`src/rtl/swmma_pkg.sv`:
```
`timescale 1ns / 1ps
`default_nettype none

package swmma_pkg;

    // Fixed widths of the request, response and register fields
    localparam int FIELD_W = 31;
    localparam int OP_W    = 2;
    localparam int POS_W   = 6;
    localparam int COUNT_W = 7;
    localparam int CFG_W   = 7;

    // Window size after reset
    localparam int WINDOW_RESET = 16;

    typedef enum logic [OP_W-1:0] {
        OP_PUSH  = 2'd0,
        OP_READ  = 2'd1,
        OP_CLEAR = 2'd2,
        OP_NONE  = 2'd3
    } t_op;

    typedef enum logic [2:0] {
        ST_IDLE,
        ST_SCAN,
        ST_DIV,
        ST_POST,
        ST_EMIT
    } t_state;

    typedef struct packed {
        t_op                op;
        logic [FIELD_W-1:0] sample;
        logic [POS_W-1:0]   read_position;
    } t_req;

    typedef struct packed {
        logic [FIELD_W-1:0] latest;
        logic [FIELD_W-1:0] average;
        logic [FIELD_W-1:0] maximum;
        logic [FIELD_W-1:0] minimum;
        logic [COUNT_W-1:0] held_count;
        logic [FIELD_W-1:0] read_value;
        logic               read_valid;
    } t_rsp;

    typedef logic [CFG_W-1:0] t_cfg;

endpackage

`default_nettype wire

```
`src/rtl/swmma_if.sv`:
```
`timescale 1ns / 1ps
`default_nettype none

interface swmma_req_if;
    logic             valid;
    logic             ready;
    swmma_pkg::t_req  data;
    modport source (output valid, output data, input ready);
    modport sink   (input valid, input data, output ready);
endinterface

interface swmma_rsp_if;
    logic             valid;
    logic             ready;
    swmma_pkg::t_rsp  data;
    modport source (output valid, output data, input ready);
    modport sink   (input valid, input data, output ready);
endinterface

interface swmma_cfg_if;
    logic             valid;
    logic             ready;
    swmma_pkg::t_cfg  data;
    modport source (output valid, output data, input ready);
    modport sink   (input valid, input data, output ready);
endinterface

`default_nettype wire

```
`src/rtl/sliding_window_min_max_average.sv`:
```
// Sliding window statistics over duration samples.
//
// Channels: i_req carries one request (push, read by position, clear, or a
// no-op status query); o_rsp returns exactly one response per request with
// latest, average, maximum, minimum, held_count and the read result. i_cfg
// writes the window size (0 acts as 1, above WINDOW_MAX acts as WINDOW_MAX)
// and clears the window; write it only while no request is in flight.
//
// Sequencing: one request at a time. A push rescans the held entries through
// the single read port of the sample memory, one entry per cycle, and once the
// window is full runs a radix-2 shift/subtract divider for the mean, one
// quotient bit per cycle (SUM_W = sample bits + count bits, 38 by default).
//   push while filling : scan, then emit
//   push when full     : scan, divide, post, emit
//   read               : divide (forms the slot), post, emit; emit only when empty
//   clear / no-op      : emit
// The response sits in an output register; i_req is ready again as soon as
// it is loaded, so a stalled receiver only holds the next request at emit.
// Reset (synchronous, active low) empties the window, zeroes all statistics
// and sets the window size to 16. The memory needs no clearing pass.
`timescale 1ns / 1ps
`default_nettype none

module sliding_window_min_max_average #(
    parameter int WINDOW_MAX  = 64,
    parameter int SAMPLE_BITS = 31
) (
    input  wire              i_clk,
    input  wire              i_rst_n,
    swmma_cfg_if.sink        i_cfg,
    swmma_req_if.sink        i_req,
    swmma_rsp_if.source      o_rsp
);

    localparam int SW      = (SAMPLE_BITS < swmma_pkg::FIELD_W) ?
                             SAMPLE_BITS : swmma_pkg::FIELD_W;
    localparam int IDX_W   = (WINDOW_MAX > 1) ? $clog2(WINDOW_MAX) : 1;
    localparam int CNT_W   = $clog2(WINDOW_MAX + 1);
    localparam int SUM_W   = SW + CNT_W;
    localparam int STEP_W  = $clog2(SUM_W + 1);
    localparam int EFF_RST = (swmma_pkg::WINDOW_RESET > WINDOW_MAX) ?
                             WINDOW_MAX : swmma_pkg::WINDOW_RESET;

    // Sample memory, one write and one registered read per cycle
    logic [SW-1:0]        r_mem [WINDOW_MAX];
    logic [SW-1:0]        r_rd_data;

    swmma_pkg::t_state    r_state, n_state;

    // Window state
    logic [CNT_W-1:0]     r_eff;
    logic [CNT_W-1:0]     r_fill;
    logic [IDX_W-1:0]     r_optr;
    logic [SW-1:0]        r_latest;
    logic [SW-1:0]        r_mean;
    logic [SW-1:0]        r_max;
    logic [SW-1:0]        r_min;

    // Sequencer working registers
    logic [CNT_W-1:0]     r_idx;
    logic                 r_pend;
    logic                 r_first;
    logic                 r_do_mean;
    logic                 r_is_read;
    logic                 r_rd_ok;
    logic [SUM_W-1:0]     r_sum;
    logic [SUM_W-1:0]     r_quo;
    logic [CNT_W-1:0]     r_rem;
    logic [CNT_W-1:0]     r_div;
    logic [STEP_W-1:0]    r_step;

    swmma_pkg::t_rsp      r_out;
    logic                 r_out_valid;

    logic                 req_acc;
    logic                 cfg_acc;
    logic                 full;
    logic                 scan_issue;
    logic                 rd_en;
    logic [IDX_W-1:0]     rd_addr;
    logic [IDX_W-1:0]     wr_addr;
    logic                 load_out;
    logic [CNT_W-1:0]     cfg_eff;
    logic [IDX_W-1:0]     optr_next;
    logic [CNT_W:0]       div_t;
    logic                 div_ge;
    logic [CNT_W-1:0]     div_rem;
    logic [SW-1:0]        req_sample;

    // No writes taken while reset is held
    assign i_cfg.ready = i_rst_n;
    assign cfg_acc     = i_cfg.valid && i_cfg.ready;
    assign req_acc     = i_req.valid && i_req.ready;
    assign req_sample  = i_req.data.sample[SW-1:0];

    assign full        = (r_fill >= r_eff);
    assign wr_addr     = full ? r_optr : r_fill[IDX_W-1:0];
    assign optr_next   = ((CNT_W'(r_optr) + 1'b1) == r_eff) ? '0 : r_optr + 1'b1;
    assign scan_issue  = (r_idx < r_fill);

    // Size register clamp: zero acts as one, oversize acts as WINDOW_MAX
    always_comb begin
        if (i_cfg.data == '0) begin
            cfg_eff = CNT_W'(1);
        end else if (int'(i_cfg.data) > WINDOW_MAX) begin
            cfg_eff = CNT_W'(WINDOW_MAX);
        end else begin
            cfg_eff = CNT_W'(i_cfg.data);
        end
    end

    // One restoring divide step
    assign div_t   = {r_rem, r_quo[SUM_W-1]};
    assign div_ge  = (div_t >= {1'b0, r_div});
    assign div_rem = div_ge ? CNT_W'(div_t - {1'b0, r_div}) : div_t[CNT_W-1:0];

    always_ff @(posedge i_clk) begin
        if (req_acc && (i_req.data.op == swmma_pkg::OP_PUSH)) begin
            r_mem[wr_addr] <= req_sample;
        end
    end

    always_ff @(posedge i_clk) begin
        if (rd_en) begin
            r_rd_data <= r_mem[rd_addr];
        end
    end

    always_ff @(posedge i_clk) begin
        if (!i_rst_n) begin
            r_state <= swmma_pkg::ST_IDLE;
        end else begin
            r_state <= n_state;
        end
    end

    always_comb begin
        n_state     = r_state;
        i_req.ready = 1'b0;
        rd_en       = 1'b0;
        rd_addr     = r_idx[IDX_W-1:0];
        load_out    = 1'b0;
        unique case (r_state)
            swmma_pkg::ST_IDLE: begin
                i_req.ready = i_rst_n;
                if (i_req.valid) begin
                    unique case (i_req.data.op)
                        swmma_pkg::OP_PUSH: n_state = swmma_pkg::ST_SCAN;
                        swmma_pkg::OP_READ: begin
                            n_state = (r_fill == '0) ? swmma_pkg::ST_EMIT
                                                     : swmma_pkg::ST_DIV;
                        end
                        default: n_state = swmma_pkg::ST_EMIT;
                    endcase
                end
            end
            swmma_pkg::ST_SCAN: begin
                rd_en = scan_issue;
                if (!scan_issue && !r_pend) begin
                    n_state = r_do_mean ? swmma_pkg::ST_DIV : swmma_pkg::ST_EMIT;
                end
            end
            swmma_pkg::ST_DIV: begin
                if (r_step == STEP_W'(SUM_W - 1)) begin
                    n_state = swmma_pkg::ST_POST;
                end
            end
            swmma_pkg::ST_POST: begin
                // Read op: remainder is the physical slot
                rd_en   = r_is_read;
                rd_addr = r_rem[IDX_W-1:0];
                n_state = swmma_pkg::ST_EMIT;
            end
            swmma_pkg::ST_EMIT: begin
                if (!r_out_valid || o_rsp.ready) begin
                    load_out = 1'b1;
                    n_state  = swmma_pkg::ST_IDLE;
                end
            end
            default: n_state = swmma_pkg::ST_IDLE;
        endcase
    end

    always_ff @(posedge i_clk) begin
        if (!i_rst_n) begin
            r_eff       <= CNT_W'(EFF_RST);
            r_fill      <= '0;
            r_optr      <= '0;
            r_latest    <= '0;
            r_mean      <= '0;
            r_max       <= '0;
            r_min       <= '0;
            r_pend      <= 1'b0;
            r_out_valid <= 1'b0;
        end else begin
            if (cfg_acc) begin
                r_eff    <= cfg_eff;
                r_fill   <= '0;
                r_optr   <= '0;
                r_latest <= '0;
                r_mean   <= '0;
                r_max    <= '0;
                r_min    <= '0;
            end

            unique case (r_state)
                swmma_pkg::ST_IDLE: begin
                    if (req_acc) begin
                        r_is_read <= (i_req.data.op == swmma_pkg::OP_READ);
                        r_rd_ok   <= (r_fill != '0);
                        r_idx     <= '0;
                        r_pend    <= 1'b0;
                        r_first   <= 1'b1;
                        r_sum     <= '0;
                        r_rem     <= '0;
                        r_step    <= '0;
                        r_div     <= r_fill;
                        r_quo     <= SUM_W'(r_optr) + SUM_W'(i_req.data.read_position);
                        unique case (i_req.data.op)
                            swmma_pkg::OP_PUSH: begin
                                r_latest  <= req_sample;
                                r_do_mean <= full;
                                if (full) begin
                                    r_optr <= optr_next;
                                end else begin
                                    r_fill <= r_fill + 1'b1;
                                end
                            end
                            swmma_pkg::OP_CLEAR: begin
                                r_fill   <= '0;
                                r_optr   <= '0;
                                r_latest <= '0;
                                r_mean   <= '0;
                                r_max    <= '0;
                                r_min    <= '0;
                            end
                            default: ;
                        endcase
                    end
                end
                swmma_pkg::ST_SCAN: begin
                    if (scan_issue) begin
                        r_idx <= r_idx + 1'b1;
                    end
                    r_pend <= scan_issue;
                    if (r_pend) begin
                        r_first <= 1'b0;
                        r_sum   <= r_sum + SUM_W'(r_rd_data);
                        if (r_first || (r_rd_data > r_max)) begin
                            r_max <= r_rd_data;
                        end
                        if (r_first || (r_rd_data < r_min)) begin
                            r_min <= r_rd_data;
                        end
                    end
                    if (!scan_issue && !r_pend) begin
                        // Window was full: sum covers exactly r_eff entries
                        r_quo  <= r_sum;
                        r_rem  <= '0;
                        r_div  <= r_eff;
                        r_step <= '0;
                    end
                end
                swmma_pkg::ST_DIV: begin
                    r_quo  <= {r_quo[SUM_W-2:0], div_ge};
                    r_rem  <= div_rem;
                    r_step <= r_step + 1'b1;
                end
                swmma_pkg::ST_POST: begin
                    if (!r_is_read) begin
                        r_mean <= r_quo[SW-1:0];
                    end
                end
                swmma_pkg::ST_EMIT: ;
                default: ;
            endcase

            if (load_out) begin
                r_out_valid <= 1'b1;
            end else if (o_rsp.ready) begin
                r_out_valid <= 1'b0;
            end
        end
    end

    // Response payload register
    always_ff @(posedge i_clk) begin
        if (load_out) begin
            r_out.latest     <= swmma_pkg::FIELD_W'(r_latest);
            r_out.average    <= swmma_pkg::FIELD_W'(r_mean);
            r_out.maximum    <= swmma_pkg::FIELD_W'(r_max);
            r_out.minimum    <= swmma_pkg::FIELD_W'(r_min);
            r_out.held_count <= swmma_pkg::COUNT_W'(r_fill);
            r_out.read_valid <= r_is_read && r_rd_ok;
            r_out.read_value <= (r_is_read && r_rd_ok) ?
                                swmma_pkg::FIELD_W'(r_rd_data) : '0;
        end
    end

    assign o_rsp.valid = r_out_valid;
    assign o_rsp.data  = r_out;

endmodule

`default_nettype wire

```
`src/flat_wrapper.sv`:
```
// flat-port wrapper written by rule: the top's interface ports become plain ports
module sliding_window_min_max_average_flat 
#(
    parameter int WINDOW_MAX  = 64,
    parameter int SAMPLE_BITS = 31
)
  (i_clk, i_rst_n, i_cfg_valid, i_cfg_data, i_cfg_ready, i_req_valid, i_req_data, i_req_ready, o_rsp_valid, o_rsp_data, o_rsp_ready);
  swmma_cfg_if i_cfg_i ();
  swmma_req_if i_req_i ();
  swmma_rsp_if o_rsp_i ();
  input  wire i_clk;
  input  wire i_rst_n;
  input wire logic [$bits(i_cfg_i.valid)-1:0] i_cfg_valid;
  input wire logic [$bits(i_cfg_i.data)-1:0] i_cfg_data;
  output wire logic [$bits(i_cfg_i.ready)-1:0] i_cfg_ready;
  input wire logic [$bits(i_req_i.valid)-1:0] i_req_valid;
  input wire logic [$bits(i_req_i.data)-1:0] i_req_data;
  output wire logic [$bits(i_req_i.ready)-1:0] i_req_ready;
  output wire logic [$bits(o_rsp_i.valid)-1:0] o_rsp_valid;
  output wire logic [$bits(o_rsp_i.data)-1:0] o_rsp_data;
  input wire logic [$bits(o_rsp_i.ready)-1:0] o_rsp_ready;
  assign i_cfg_i.valid = i_cfg_valid;
  assign i_cfg_i.data = i_cfg_data;
  assign i_cfg_ready = i_cfg_i.ready;
  assign i_req_i.valid = i_req_valid;
  assign i_req_i.data = i_req_data;
  assign i_req_ready = i_req_i.ready;
  assign o_rsp_valid = o_rsp_i.valid;
  assign o_rsp_data = o_rsp_i.data;
  assign o_rsp_i.ready = o_rsp_ready;
  sliding_window_min_max_average #(.WINDOW_MAX(WINDOW_MAX), .SAMPLE_BITS(SAMPLE_BITS)) u_core (.i_clk(i_clk), .i_rst_n(i_rst_n), .i_cfg(i_cfg_i), .i_req(i_req_i), .o_rsp(o_rsp_i));
endmodule
```
`config.mk`:
```
export PLATFORM = sky130hd
export DESIGN_NAME = sliding_window_min_max_average_flat
export DESIGN_NICKNAME = d
export VERILOG_FILES = /design/src/rtl/swmma_pkg.sv /design/src/rtl/swmma_if.sv /design/src/rtl/sliding_window_min_max_average.sv /design/src/flat_wrapper.sv
export SDC_FILE = /design/constraint.sdc
export NUM_CORES = 2
export LEC_CHECK = 0
export BUFFER_PORTS_ARGS = -buffer_cell sky130_fd_sc_hd__buf_2
export CELL_PAD_IN_SITES_DETAIL_PLACEMENT = 1
export CELL_PAD_IN_SITES_GLOBAL_PLACEMENT = 1
export CORE_MARGIN = 4
export CORE_UTILIZATION = 25
export DETAILED_ROUTE_END_ITERATION = 7
export GPL_TIMING_DRIVEN = 0
export PLACE_DENSITY = 0.51
export SLEW_MARGIN = 20
export SYNTH_ARGS = -nofsm -noshare
export SYNTH_HDL_FRONTEND = slang
export SYNTH_SLANG_ARGS = --single-unit
```
`constraint.sdc`:
```
create_clock -name i_clk -period 15.69 [get_ports i_clk]
set_input_delay 1.569 -clock i_clk [delete_from_list [all_inputs] [get_ports i_clk]]
set_output_delay 1.569 -clock i_clk [all_outputs]
set_load 0.02 [all_outputs]
```
### Word level (Yosys, flattened, before mapping)

Memory sizes are Yosys's and may differ from the RTL's. A register that Yosys moved wholly into a read port is not among the register bits.
Index checks and enable logic that the tools add are counted.

* logic and storage cells: 159
* output and inout bits: 166
* bits in writable memories: 1984
* flip-flop bits (word level): 419
* memories: 1

* muxes and demuxes: 75
* magnitude comparators: 6
* reductions and logical operators: 27
* equality and inequality tests: 15
* $add $sub $neg: 8

Memories
* u_core.r_mem: words 64, width 31, rd ports 1, clocked after memory_dff 1, write ports 1, line sliding_window_min_max_average.sv:45 `logic [SW-1:0] r_mem [WINDOW_MAX];`

Operators by type and width (number)
* 31-bit 2-to-1 mux: 17
* 31-bit case mux with 2 select lines: 4
* 38-bit 2-to-1 mux: 4
* 38-bit case mux with 3 select lines: 1
* 7-bit 2-to-1 mux: 12
* 38-bit case mux with 2 select lines: 1
* 6-bit 2-to-1 mux: 9
* 7-bit case mux with 2 select lines: 3
* 38-bit by 31-bit adder with 38-bit output: 1
* 31-bit > comparator: 1
* 31-bit less-than comparator: 1
* 4-bit AND reduction: 6
* 7-bit case mux with 3 select lines: 1
* 3-bit 2-to-1 mux: 6
* 6-bit case mux with 3 select lines: 1
* 3-bit case mux with 5 select lines: 1
* 7-bit by 1-bit adder with 7-bit output (second input constant): 2
* 7-bit zero test: 2
* 6-bit by 1-bit adder with 6-bit output (second input constant): 2
* 2-bit by 1-bit != test with 1-bit output (second input constant): 6
* 6-bit case mux with 2 select lines: 1
* 1-bit 2-to-1 mux: 10
* 8-bit by 7-bit greater-or-equal comparator with 1-bit output: 1
* 6-bit by 1-bit adder with 7-bit output (second input constant): 1
* 25 further kinds: 37

### Depth between registers and ports, before layout

* depth in word-level cells: 7
* gate-level depth with buffers: 13
* mapped depth without buffers: 11

### Worst setup path after synthesis

Ideal clock, no wire load.

* path type: input port to flip-flop
* start point: in o_rsp_ready
* end point: reg u_core.r_out (netlist bit u_core.o_rsp.data[0]) (enable)
* path buffers: 0
* arrival: 8.370 ns
* slack: 6.632 ns
* stages on the path: 2
* cells stage by stage: nor2b_1 > nor2_1

* word-level cells in the longest chain between the ends: 3

RTL lines
* start: declaration: line flat_wrapper.sv:21 `input wire logic [$bits(o_rsp_i.ready)-1:0] o_rsp_ready;`
* 1-bit logical OR: line sliding_window_min_max_average.sv:175 `if (!r_out_valid || o_rsp.ready) begin`
* 1-bit 2-to-1 mux: line sliding_window_min_max_average.sv:175
* 1-bit 2-to-1 mux: line sliding_window_min_max_average.sv:143 `unique case (r_state)`
* named net u_core.load_out: line sliding_window_min_max_average.sv:82 `logic load_out;`
* end: declaration: line sliding_window_min_max_average.sv:72 `swmma_pkg::t_rsp r_out;`

The timed path passes the listed nets, and every way through them passes these cells.
A chain may end at the register's enable or synchronous reset.

### Final worst setup path

* start point: reg u_core.r_fill[0]
* end point: mem u_core.r_mem[31][23] in the netlist's numbering (enable)

* word-level cells in the longest chain between the ends: 2

RTL lines
* start: declaration: line sliding_window_min_max_average.sv:52 `logic [CNT_W-1:0] r_fill;`
* start signal: assignment: line sliding_window_min_max_average.sv:226 `r_fill <= r_fill + 1'b1;`
* 7-bit greater-or-equal comparator: line sliding_window_min_max_average.sv:96 `assign full = (r_fill >= r_eff);`
* 6-bit 2-to-1 mux *: line sliding_window_min_max_average.sv:97 `assign wr_addr = full ? r_optr : r_fill[IDX_W-1:0];`
* end: declaration: line sliding_window_min_max_average.sv:45

Mark *: on every way between the ends. The rest lies on a longest branch, timed or not.

==> results.yml <==
finish:
  final_cell_mix: "2,285 x edfxtp_1, 1,962 x nand2_1, 713 x nand3_1"
  multi_input_area_mm2: 0.0250
  final_nets: 8389
  area_growth_pct: 21.3
  nFillCells: 41906
  regArea_mm2: 0.0716
  final_common_cell: "edfxtp_1"
  drive_above_1_share: 0.126
floorplan:
  dieHeight_um: 633
  fp.dieW_um: 633
  dieArea_mm2: 0.401
  start_util: 0.251
  rows: 229
  core_area_mm2: 0.389
  ioPinCount: 217
setup_path:
  crit_type: "register to register"
  r2r_start: "u_core.r_fill[0]$_SDFF_PN0_"
  critical_path.startpoint_type: "register"
  critPathRequiredTime_ns: 16.28
  rr_worst_depth: 14
  cp-end-kind: "register"
  rr_endpoint: "u_core.r_mem[31][23]$_DFFE_PP_"
  reg2reg_slack_ns: 9.35
  crit_arrival_ns: 6.93
  cp_max_fo: 17
sta:
  hold_violations: 0
  tightest_slew_ns: 1.38
  slew-limit-headroom: 0.0730
  clock_skew_ns: 0.0488
  tns_ns: 0
  fin_crit_sh: 0.404
  slew_viol_final: 0
  setup_viol: 0
  finalCriticalPeriod_ns: 6.34
  max_freq_ghz: 0.158
  grt_setup_unrepaired: "false"
  fin_ws_ns: 9.35
status:
  status: "completed"
cts:
  cts_htree_levels: 5
  clock_latency_ns: 0.91
  postCtsSetupBuffers: 0
  cts-root-buf: "clkbuf_16"
  clock-sinks: 2434
  cts_hold_repair.buffers: 0
  path_clk_slew_ns: 0.06
  cts_tree: "yes"
  clk_path_buf_depth: 4
  cts_made_buffers: 283
  cts_resized: 0
grt:
  grt_max_degree: 49
  grt_pass1_vias: 67239
  grt_usage: 0.182
  grt_pass1_wl_um: 522000
  antenna_found_initial: 80
  grt-ovfl-total: 0
detailed_routing:
  detail-route-antenna-nets: 0
  drtIter0Drc: 7187
  vias: 66431
  wl_per_cell_um: 27.6
  via_per_inst: 4.87
  drc: 0
  drt_wl_total_um: 377000
  drtPass1Iterations: 5
logic_synthesis:
  syn_nets: 7727
  synth_edf_count: 2285
  syn_area_mm2: 0.0978
  avgSynthCellArea_um2: 13.0
  ys_seq_area_frac: 0.732
  async_flop_share: 0
  synth.distinct_cells: 75
  yosys_warnings: 0
  synthCells: 7549
  synth_seq_cells: 2434
  ys.flop_type: "edfxtp_1"
power:
  power.density_mw_per_mm2: 129
  vdd_drop_max_uv: 83.3
  leakage_nw: 40.2
placement:
  pre_cts_ws_ns: 8.95
  dp_hpwl_um: 276000
  globalplace.congestion: 0.916
  io_buffers: 216
hold_path:
  hp-start: "u_core.r_latest[23]$_SDFF_PN0_"
  hold_end: "u_core.o_rsp.data[155]$_DFFE_PP_"
  worstHoldPathType: "register to register"
  holdPathStages: 0
flow_run:
  drv_cap: 0
-- critical path, cell delays in order, from the launching register on --
cell,delay (ns)
dfxtp_1,0.37
clkbuf_1,0.38
inv_1,0.30
ha_1,0.35
nand2b_1,0.09
a21o_1,0.14
a21oi_1,0.07
o21ai_0,0.19
a31o_2,0.18
clkbuf_1,0.73
buf_2,0.57
mux2i_2,0.72
nand2_1,0.75
nor2_4,0.87
buf_16,0.24
-- worst max-delay path by stage --
stage,endpoint,startpoint,depth (start not counted),slack (ns)
global route,u_core.r_mem[31][23]$_DFFE_PP_,u_core.r_fill[0]$_SDFF_PN0_,14,8.92
detailed placement,u_core.r_mem[31][15]$_DFFE_PP_,u_core.r_fill[0]$_SDFF_PN0_,14,8.95
CTS,u_core.r_mem[31][23]$_DFFE_PP_,u_core.r_fill[0]$_SDFF_PN0_,14,8.93
global placement,u_core.o_rsp.data[135]$_DFFE_PP_,o_rsp_ready,3,2.77
finish,u_core.r_mem[31][23]$_DFFE_PP_,u_core.r_fill[0]$_SDFF_PN0_,14,9.35
floorplan,u_core.o_rsp.data[0]$_DFFE_PP_,o_rsp_ready,2,6.63
-- stage by stage --
step	utilization	std cells	hold slack [ns]	power, mW	instance area, µm²
after global placement	0.271	12962	0.424	8.93	105000
after CTS	0.304	13616	0.429	15.5	118000
after floorplan	-	7549	0.409	8.13	97800
after global routing	0.304	13633	0.443	15.8	119000
after detailed placement	0.282	13123	0.416	9.02	110000
final	0.305	13645	0.415	15.3	119000
-- cell families (layout without fill, tap and decap cells) --
| kind of cell | count (synthesis) | in the layout | synth area share |
|---|---|---|---|
| AO/OA/AOI/OAI | 918 | 918 | 0.0616 |
| XOR/XNOR | 41 | 41 | 0.00367 |
| adder cells (fa/ha/maj) | 127 | 127 | 0.0165 |
| buffers and inverters | 567 | 1437 | 0.0236 |
| flip-flops | 2434 | 2434 | 0.732 |
| multiplexers | 94 | 94 | 0.00975 |
| other | 0 | 29 | 0 |
| AND/OR/NAND/NOR | 3368 | 3368 | 0.153 |
-- cell type report --
| cell class | instances | share of cell area |
|---|---|---|
| antenna | 29 | 0.000612 |
| buffer | 453 | 0.0160 |
| clock buffer | 359 | 0.0643 |
| clock inverter | 134 | 0.00994 |
| inverter | 114 | 0.00361 |
| multi-input combinational | 4548 | 0.211 |
| sequential | 2434 | 0.604 |
| tap | 5197 | 0.0548 |
| timing repair buffer | 377 | 0.0363 |
-- synth_stat cells (22+ instances only) --
cell type | n | area, µm²
mux2i_1 | 89 | 891
inv_1 | 112 | 420
edfxtp_1 | 2285 | 68600
or4_1 | 31 | 233
o22ai_1 | 69 | 432
nand2_1 | 1963 | 7370
nor2b_1 | 83 | 519
buf_1 | 56 | 210
a32o_1 | 63 | 631
clkbuf_1 | 270 | 1010
xnor2_1 | 22 | 193
nor4_1 | 132 | 826
a31oi_1 | 138 | 863
dfxtp_1 | 149 | 2980
nor2_1 | 160 | 601
nand3_1 | 715 | 3580
and3_1 | 167 | 1040
nand2b_1 | 30 | 188
a21o_1 | 33 | 248
ha_1 | 124 | 1550
o21ai_0 | 62 | 310
a21oi_1 | 324 | 1620
nor3_1 | 27 | 135
buf_2 | 122 | 611
a22o_1 | 87 | 762
a22oi_1 | 68 | 510
-- state kept, by name, indices dropped and copies added (netlist names), 31 cells and up --
| register | flops |
|---|---|
| u_core.r_max | 31 |
| u_core.r_min | 31 |
| u_core.o_rsp.data | 163 |
| u_core.r_latest | 31 |
| u_core.r_rd_data | 31 |
| u_core.r_mem | 1984 |
| u_core.r_mean | 31 |
| u_core.r_quo | 38 |
| u_core.r_sum | 38 |
-- layer usage --
layer / GRT usage / wire (µm)
met1: 0.252 / 166000
met2: 0.289 / 172000
met3: 0.0322 / 26500
met4: 0.0586 / 12100
met5: 0 / 56
-- where the power goes --
part	internal [mW]	leakage [nW]	switching [mW]
Sequential	7.21	21.9	0.0733
Clock	3.72	4.31	2.73
Combinational	0.407	14.0	1.20
Total	11.3	40.2	4.00
Power figures use the tool's default switching activity.
